[config.mk]
export PLATFORM = sky130hd
export DESIGN_NAME = decimal_line_parser
export DESIGN_NICKNAME = d
export VERILOG_FILES = /design/src/dlp_pkg.sv /design/src/dlp_acc.sv /design/src/decimal_line_parser.sv
export VERILOG_INCLUDE_DIRS = /design/src /design/src/src
export SDC_FILE = /design/constraint.sdc
export NUM_CORES = 1
export LEC_CHECK = 0
export BUFFER_PORTS_ARGS = -buffer_cell sky130_fd_sc_hd__buf_2
export CORE_UTILIZATION = 35
export CTS_BUF_LIST = sky130_fd_sc_hd__clkbuf_8
export CTS_CLUSTER_DIAMETER = 100
export CTS_CLUSTER_SIZE = 24
export DETAILED_ROUTE_END_ITERATION = 7
export PLACE_DENSITY = 0.62
export SYNTH_ARGS = -nofsm -noshare
export SYNTH_HDL_FRONTEND = slang
export SYNTH_SLANG_ARGS = --single-unit
[constraint.sdc]
create_clock -name aclk -period 4.3 [get_ports aclk]
set_input_delay 0.215 -clock aclk [delete_from_list [all_inputs] [get_ports aclk]]
set_output_delay 0.215 -clock aclk [all_outputs]
set_load 0.005 [all_outputs]
[src/assert_macros.svh]
// ----------------------------------------------------------------------------
// assert_macros.svh
// Concurrent assertion helpers clocked on aclk, disabled during reset.
// ----------------------------------------------------------------------------
`ifndef ASSERT_MACROS_SVH
`define ASSERT_MACROS_SVH

// same-cycle implication
`define ASSERT_NOW(label, ante, cons) \
    label: assert property (@(posedge aclk) disable iff (!aresetn) (ante) |-> (cons)) \
        else $error("assertion failed");

// next-cycle implication
`define ASSERT_NEXT(label, ante, cons) \
    label: assert property (@(posedge aclk) disable iff (!aresetn) (ante) |=> (cons)) \
        else $error("assertion failed");

`endif

[src/dlp_pkg.sv]
// ----------------------------------------------------------------------------
// dlp_pkg
// Types and character constants for the decimal line parser.
// ----------------------------------------------------------------------------
package dlp_pkg;

    localparam int VALUE_W = 32;

    localparam logic [7:0] CHAR_CR   = 8'h0D;
    localparam logic [7:0] CHAR_LF   = 8'h0A;
    localparam logic [7:0] CHAR_ZERO = 8'h30;
    localparam logic [7:0] CHAR_NINE = 8'h39;

    typedef enum logic [1:0] {
        ST_OK        = 2'd0,
        ST_EMPTY     = 2'd1,
        ST_NOT_DIGIT = 2'd2,
        ST_OVERFLOW  = 2'd3
    } status_t;

    typedef struct packed {
        logic [7:0] rx_byte;
        logic       chunk_end;
        logic       message_end;
    } item_t;

    typedef struct packed {
        status_t              status;
        logic [VALUE_W-1:0]   parsed_value;
    } result_t;

endpackage

[src/dlp_acc.sv]
// ----------------------------------------------------------------------------
// dlp_acc
// Parser state and per-word update: digit accumulate, overflow check,
// sticky error, CR/LF chunk skip, result formation at message end.
// ----------------------------------------------------------------------------
module dlp_acc (
    input  logic              aclk,
    input  logic              aresetn,
    input  logic              step,
    input  dlp_pkg::item_t    item,
    output dlp_pkg::result_t  result
);

    logic [31:0]       value_acc_reg, value_acc_next;
    dlp_pkg::status_t  pending_error_reg, pending_error_next;
    logic              char_seen_reg, char_seen_next;
    logic              skipping_reg, skipping_next;

    logic              is_crlf;
    logic              is_digit;
    logic              take;
    logic [3:0]        digit;
    logic [35:0]       scaled;
    logic              overflow;
    dlp_pkg::status_t  status;

    always_comb begin
        is_crlf  = (item.rx_byte == dlp_pkg::CHAR_CR) || (item.rx_byte == dlp_pkg::CHAR_LF);
        is_digit = (item.rx_byte >= dlp_pkg::CHAR_ZERO) && (item.rx_byte <= dlp_pkg::CHAR_NINE);
        take     = !skipping_reg && !is_crlf;
        digit    = 4'(item.rx_byte - dlp_pkg::CHAR_ZERO);
        // value * 10 + digit, wide enough to see the carry past 32 bits
        scaled   = ({4'd0, value_acc_reg} << 3) + ({4'd0, value_acc_reg} << 1)
                   + {32'd0, digit};
        overflow = (scaled[35:32] != 4'd0);

        value_acc_next     = value_acc_reg;
        pending_error_next = pending_error_reg;
        char_seen_next     = char_seen_reg;

        if (take) begin
            char_seen_next = 1'b1;
            if (pending_error_reg == dlp_pkg::ST_OK) begin
                if (!is_digit) begin
                    pending_error_next = dlp_pkg::ST_NOT_DIGIT;
                end else if (overflow) begin
                    pending_error_next = dlp_pkg::ST_OVERFLOW;
                end else begin
                    value_acc_next = scaled[31:0];
                end
            end
        end

        if (item.chunk_end || item.message_end) begin
            skipping_next = 1'b0;
        end else begin
            skipping_next = skipping_reg || (!skipping_reg && is_crlf);
        end

        status              = char_seen_next ? pending_error_next : dlp_pkg::ST_EMPTY;
        result.status       = status;
        result.parsed_value = (status == dlp_pkg::ST_OK) ? value_acc_next : 32'd0;
    end

    always_ff @(posedge aclk) begin
        if (!aresetn) begin
            value_acc_reg     <= 32'd0;
            pending_error_reg <= dlp_pkg::ST_OK;
            char_seen_reg     <= 1'b0;
            skipping_reg      <= 1'b0;
        end else if (step) begin
            if (item.message_end) begin
                value_acc_reg     <= 32'd0;
                pending_error_reg <= dlp_pkg::ST_OK;
                char_seen_reg     <= 1'b0;
                skipping_reg      <= 1'b0;
            end else begin
                value_acc_reg     <= value_acc_next;
                pending_error_reg <= pending_error_next;
                char_seen_reg     <= char_seen_next;
                skipping_reg      <= skipping_next;
            end
        end
    end

endmodule

[src/decimal_line_parser.sv]
// ----------------------------------------------------------------------------
// decimal_line_parser
// On-the-fly ASCII decimal to u32 parser, one word per cycle when not stalled.
// ----------------------------------------------------------------------------
// Input channel s_*: one received character word per handshake, with
// s_chunk_end marking the last word of a receive chunk and s_message_end the
// last word of a message. A CR or LF skips the rest of its chunk.
// Result channel m_*: one word per message, m_status (0 ok, 1 empty,
// 2 non-digit, 3 overflow) and m_parsed_value (zero unless ok).
// Throughput: one input word per cycle while no message-end word is stalled.
// Each word waits in the input register, where the multiply-by-ten, add
// and range check update the parser state; the result lands in the output
// register, and m_valid rises the cycle after its message-end word advances.
// Only a message-end word needs the output register; while the receiver
// stalls with a result held, non-final words keep flowing and a second
// message-end word waits in the input register, holding s_ready low.
// Reset (aresetn low, synchronous) empties both registers and clears the
// accumulator, the sticky error and the skip flag; no clearing pass.
// ----------------------------------------------------------------------------
`include "assert_macros.svh"

module decimal_line_parser (
    input  logic        aclk,
    input  logic        aresetn,
    input  logic        s_valid,
    output logic        s_ready,
    input  logic [7:0]  s_rx_byte,
    input  logic        s_chunk_end,
    input  logic        s_message_end,
    output logic        m_valid,
    input  logic        m_ready,
    output logic [1:0]  m_status,
    output logic [31:0] m_parsed_value
);

    logic              in_valid_reg;
    dlp_pkg::item_t    in_item_reg;
    logic              out_valid_reg, out_valid_next;
    dlp_pkg::result_t  out_result_reg;
    dlp_pkg::result_t  step_result;
    logic              out_free;
    logic              advance;
    logic              load_out;

    assign out_free = !out_valid_reg || m_ready;
    assign advance  = in_valid_reg && (!in_item_reg.message_end || out_free);
    assign load_out = advance && in_item_reg.message_end;
    assign s_ready  = !in_valid_reg || advance;

    always_comb begin
        if (load_out) begin
            out_valid_next = 1'b1;
        end else if (m_ready) begin
            out_valid_next = 1'b0;
        end else begin
            out_valid_next = out_valid_reg;
        end
    end

    dlp_acc u_acc (
        .aclk    (aclk),
        .aresetn (aresetn),
        .step    (advance),
        .item    (in_item_reg),
        .result  (step_result)
    );

    always_ff @(posedge aclk) begin
        if (!aresetn) begin
            in_valid_reg  <= 1'b0;
            out_valid_reg <= 1'b0;
        end else begin
            if (s_ready) begin
                in_valid_reg <= s_valid;
            end
            out_valid_reg <= out_valid_next;
        end
    end

    always_ff @(posedge aclk) begin
        if (s_valid && s_ready) begin
            in_item_reg.rx_byte     <= s_rx_byte;
            in_item_reg.chunk_end   <= s_chunk_end;
            in_item_reg.message_end <= s_message_end;
        end
        if (load_out) begin
            out_result_reg <= step_result;
        end
    end

    assign m_valid        = out_valid_reg;
    assign m_status       = out_result_reg.status;
    assign m_parsed_value = out_result_reg.parsed_value;

    `ASSERT_NOW(a_value_zero_on_error,
        m_valid && (m_status != dlp_pkg::ST_OK), m_parsed_value == 32'd0)
    `ASSERT_NOW(a_inner_word_no_stall,
        in_valid_reg && !in_item_reg.message_end, s_ready)
    `ASSERT_NEXT(a_result_drains,
        m_valid && m_ready && !load_out, !m_valid)
    `ASSERT_NEXT(a_result_loaded,
        load_out, m_valid)

endmodule
After elaboration in Yosys (flattened, before gate mapping):

Cells that the tools add are included.

* input bits: 14
* word-level logic and storage cells: 56
* bits in registers: 82
* output and inout port bits: 36

* multiplexer cells: 17
* order comparisons: 2
* reductions and logical operators: 21
* equal/unequal tests: 2
* $add $sub $neg: 3

Operator list (number)
* 32-bit 2-to-1 mux: 5
* 35-bit by 33-bit adder with 36-bit output: 1
* 36-bit by 4-bit adder with 36-bit output: 1
* 8-bit by 4-bit equality test with 1-bit output, second input constant: 2
* 2-bit 2-to-1 mux: 6
* 8-bit by 6-bit >= comparator with 1-bit output, second input constant: 1
* 8-bit by 6-bit less-or-equal comparator with 1-bit output, second input constant: 1
* 1-bit logical AND: 6
* 1-bit logical OR: 6
* 1-bit 2-to-1 mux: 6
* 1-bit logical NOT: 5
* 2-bit logical NOT: 2
* 4-bit nonzero test: 1
* 4-bit by 1-bit subtractor with 4-bit output, second input constant: 1
* 2-bit nonzero test: 1

Depth between registers and ports, before layout:

* word-level depth: 9
* gate-level depth with buffers: 14

Modules after synthesis:

From an unflattened synthesis, not the netlist that was laid out.

* cells, all modules: 589
* area, all modules: 5656.7 um^2

Modules (own cells, without submodules)
* dlp_acc: cells an instance 533, area an instance 4217.8 um^2, instances 1
* decimal_line_parser: cells an instance 56, area an instance 1438.9 um^2, instances 1

Worst setup path before layout:

No wires, ideal clock.

* path type: flip-flop to flip-flop
* start point: register in_item_reg[5] (netlist bit)
* end point: register out_result_reg (netlist bit m_parsed_value[4]), data pin
* required time: 4.031 ns
* cell stages (with the launch flop): 15
* setup slack: 0.439 ns
* path buffers: 1
* data arrival time: 3.593 ns
* cell sequence: edfxtp_1 inv_1 fa_1 inv_1 ha_1 a211oi_1 o211ai_1 a21boi_1 o21ai_1 a22oi_1 o21ai_1 a2111oi_4 buf_6 mux2i_1 nor2_2

* word-level cells in the longest chain between the ends: 9
* elaborated cells on any way between the ends: 22
* classes of those cells: add/sub (2); order compare (2); eq/ne (2); mux (10); reduce/logical (6)

Ends and longest elaborated chain
* from (decl): line decimal_line_parser.sv:37 `dlp_pkg::item_t in_item_reg;`
* 4-bit by 1-bit subtractor with 4-bit output: line dlp_acc.sv:31 `digit = 4'(item.rx_byte - dlp_pkg::CHAR_ZERO);`
* 36-bit by 4-bit adder with 36-bit output: line dlp_acc.sv:34 `+ {32'd0, digit};`
* 4-bit nonzero test: line dlp_acc.sv:35 `overflow = (scaled[35:32] != 4'd0);`
* 2-bit 2-to-1 mux: line dlp_acc.sv:46 `end else if (overflow) begin`
* 2-bit 2-to-1 mux: line dlp_acc.sv:44 `if (!is_digit) begin`
* 2-bit 2-to-1 mux: line dlp_acc.sv:43 `if (pending_error_reg == dlp_pkg::ST_OK) begin`
* 2-bit 2-to-1 mux: line dlp_acc.sv:41 `if (take) begin`
* 2-bit 2-to-1 mux: line dlp_acc.sv:60 `status = char_seen_next ? pending_error_next : dlp_pkg::ST_EMPTY;`
* 2-bit logical NOT: line dlp_acc.sv:62 `result.parsed_value = (status == dlp_pkg::ST_OK) ? value_acc_next : 32'd0;`
* to (signal assigned): line decimal_line_parser.sv:87 `out_result_reg <= step_result;`
* to (decl): line decimal_line_parser.sv:39 `dlp_pkg::result_t out_result_reg;`

Parallel ways exist; a longest one is shown, timed or not.
A chain may end at the register's enable or synchronous reset.

Worst setup path after layout:

* start point: register in_item_reg[5] (netlist bit)
* end point: register out_result_reg (netlist bit m_parsed_value[16]), data pin

The elaborated chain is that of the path after synthesis.

==> metrics.yaml <==
max_stage_delay_ps: 590
postCtsSetupBuffers: 0
seq_area_frac_synth_pct: 37.7
path_clk_slew_ps: 100
sw_frac_of_total_pct: 25.4
yosys.area.top_type: "edfxtp_1"
via_per_inst: 5.24
synth_fp_nets: 638
track_usage_pct: 15.4
setup_violations: 0
cts_buffers: 9
min_path_cells: 3
intPower_mw: 1.08
syn_to_final_growth_pct: 14.0
grt_max_degree: 21
antenna_found_initial: 0
num-nets-final: 694
combPwrFrac_pct: 4.5
post_drt_wl_per_cell_um: 14.6
hold_violations: 0
clkPwrFrac_pct: 37.3
worst_setup_path_start_kind: "register"
drive_gt1_share_pct: 17.3
worstPathCellList: "inv_1 -> fa_1 -> inv_1 -> ha_1 -> a211oi_1 -> o211ai_1 -> a21boi_2 -> o21ai_1 -> a22oi_1 -> o21ai_1 -> a2111oi_4 -> buf_6 -> mux2i_1 -> nor2_2"
max_freq_mhz: 248
grt_overflow: 0
root_buffer: "clkbuf_8"
drcViolationCount: 0
grt_pass1_vias: 4245
p_sw_uw: 367
synth_cell_type_count: 53
clockBufferDepth: 2
layout_commonest_cell: "ha_1"
slew_violations: 0
p_per_area_mw_per_mm2: 230
syn_avg_cell_area_sq_um: 9.88
h-tree-depth: 3
synth_edf_count: 44
cts_tree: "yes"
num_rows: 45
grt_first_pass_wirelength_um: 19800
synth_area_leaders: "edfxtp_1, ha_1, dfxtp_1"
crit_arrival_ps: 4180
yosys_most_used_dff: "edfxtp_1"
port_buffers: 49
design_area_sq_mm: 0.00629
relSlewSlack_pct: 33.2
reg2reg_depth: 14
clk_latency_ps: 390
cts.sinks: 82
worstSetupPathType: "register to register"
worstPathRequired_ps: 4440
synth_cells: 559
yosysTopAreaCellShare_pct: 23.9
ir_worst_vdd_v: 0.000144
tightestPinTransition_ps: 998
p_leak_nw: 2.70
fin_worst_skew_ps: 15.5
wirelength_um: 12200
worstPathMaxFanout: 19
pin_count: 50
diodes: 0
ys_ff_latch: 82
initial_core_util_pct: 36.1
fp.dieW_um: 128
period_share_pct: 93.8
status: "complete, no violations"
place_area_sq_mm: 0.00600
yosysWarnings: 0
finalCriticalPeriod_ps: 4030
core_area_sq_mm: 0.0153
final_util_pct: 41.1
hold_path_class: "input port to register"
drtAntennaViolNets: 0
mostFrequentLayoutCells: "ha_1, buf_2, edfxtp_1, nor2_1, dfxtp_1"
crit_path_end_kind: "register"
cpMaxStageDelayCell: "fa_1"
place_hpwl_um: 9150
seqPwrFrac_pct: 58.2
drt_iter0_markers: 184
async_reset_ff_share_pct: 0
die_area_sq_mm: 0.0163
fillers: 1539
syn_area_sq_mm: 0.00552
dr.pass1.iters: 4
vias: 4357
gp_congestion: 0.872
finalPower_mw: 1.45
maxCapViolCount: 0
fp.dieH_um: 128
-- power by group through the flow --
stage	Combinational (mW)	Sequential, mW	Clock [mW]
after global routing	0.0716	0.843	0.579
final	0.0647	0.841	0.540
after floorplan	0.0332	0.859	0
after CTS	0.0653	0.842	0.563
after global placement	0.0567	0.859	0
after detailed placement	0.0585	0.860	0
-- worst max-delay path: cells and delay by family (launching register included) --
kind                     cells  cell delay [ps]
AND/OR/NAND/NOR              1               40
adder cells (fa/ha/maj)      2              890
multiplexers                 1              270
buffers and inverters        3              420
flip-flops                   1              390
AO/OA/AOI/OAI                7             1750
-- cells in the mapped netlist (3+ instances only) --
cell type   n
ha_1       63
edfxtp_1   44
nor2_1     41
dfxtp_1    38
nand2_1    37
a21oi_1    36
a22o_1     33
mux2i_1    30
o21ai_0    21
nand3_1    19
nor2_2     19
inv_1      18
xnor2_1    15
xor2_1     14
clkbuf_1   12
o211ai_1    9
buf_2       8
o21ai_1     8
and2_1      7
nand2b_1    7
and3_1      6
nor3_1      6
a21o_1      5
nand4_1     5
a211oi_1    4
a22oi_1     4
a31oi_1     4
buf_6       4
nor2b_1     4
a2111oi_0   3
a21boi_0    3
a21oi_2     3
o21a_1      3
-- routing by layer --
metal	vias up	share of wire (%)	global-route usage [%]
met5	-	0	0
met4	0	2.0	6.64
met3	17	4.0	3.69
met2	97	48	25.9
met1	2058	46	18.8
li1	2185	-	-
-- cell families (layout without fill, tap and decap cells) --
kind of cell / Yosys count / count (layout) / share of synthesized area (%)
compound gates: 153 / 153 / 19.7
xor+xnor: 29 / 29 / 4.60
fa+ha+maj: 65 / 65 / 15.0
buf+inv: 43 / 104 / 3.67
flops: 82 / 82 / 37.7
mux: 30 / 30 / 5.44
simple gates: 157 / 157 / 13.9
-- layout make-up --
type | instances | area, sq um | area share, %
Multi-Input combinational cell | 434 | 3260 | 51.8
Inverter | 18 | 67.6 | 1.07
Clock buffer | 9 | 124 | 1.97
Clock inverter | 7 | 60.1 | 0.954
Tap cell | 211 | 264 | 4.19
Timing Repair Buffer | 70 | 435 | 6.92
Sequential cell | 82 | 2080 | 33.1
-- worst paths after layout --
kind | endpoint | slack (ps) | start
worst max-delay path | m_parsed_value[16] | 270 | in_item_reg[5]
worst min-delay path | in_valid_reg | 100 | s_valid
worst max register to register | m_parsed_value[16] | 270 | in_item_reg[5]
worst min register to register | u_acc.char_seen_reg | 530 | u_acc.char_seen_reg
-- through the flow --
step	worst slack [ps]	hold slack [ps]	cells	TNS [ps]
3_5_place_dp	172	393	805	0
4_1_cts	148	59.8	831	0
3_3_place_gp	217	391	805	0
2_1_floorplan	439	314	559	0
5_1_grt	-7.90	82.7	831	-18.1
6_report	265	98.6	831	0
-- what timing repair did --
action,CTS,global route
hold endpoints to repair,10,0
setup endpoints to repair,0,62
resized for setup,0,3
hold buffers,10,0
(Power assumes the default switching activity.)
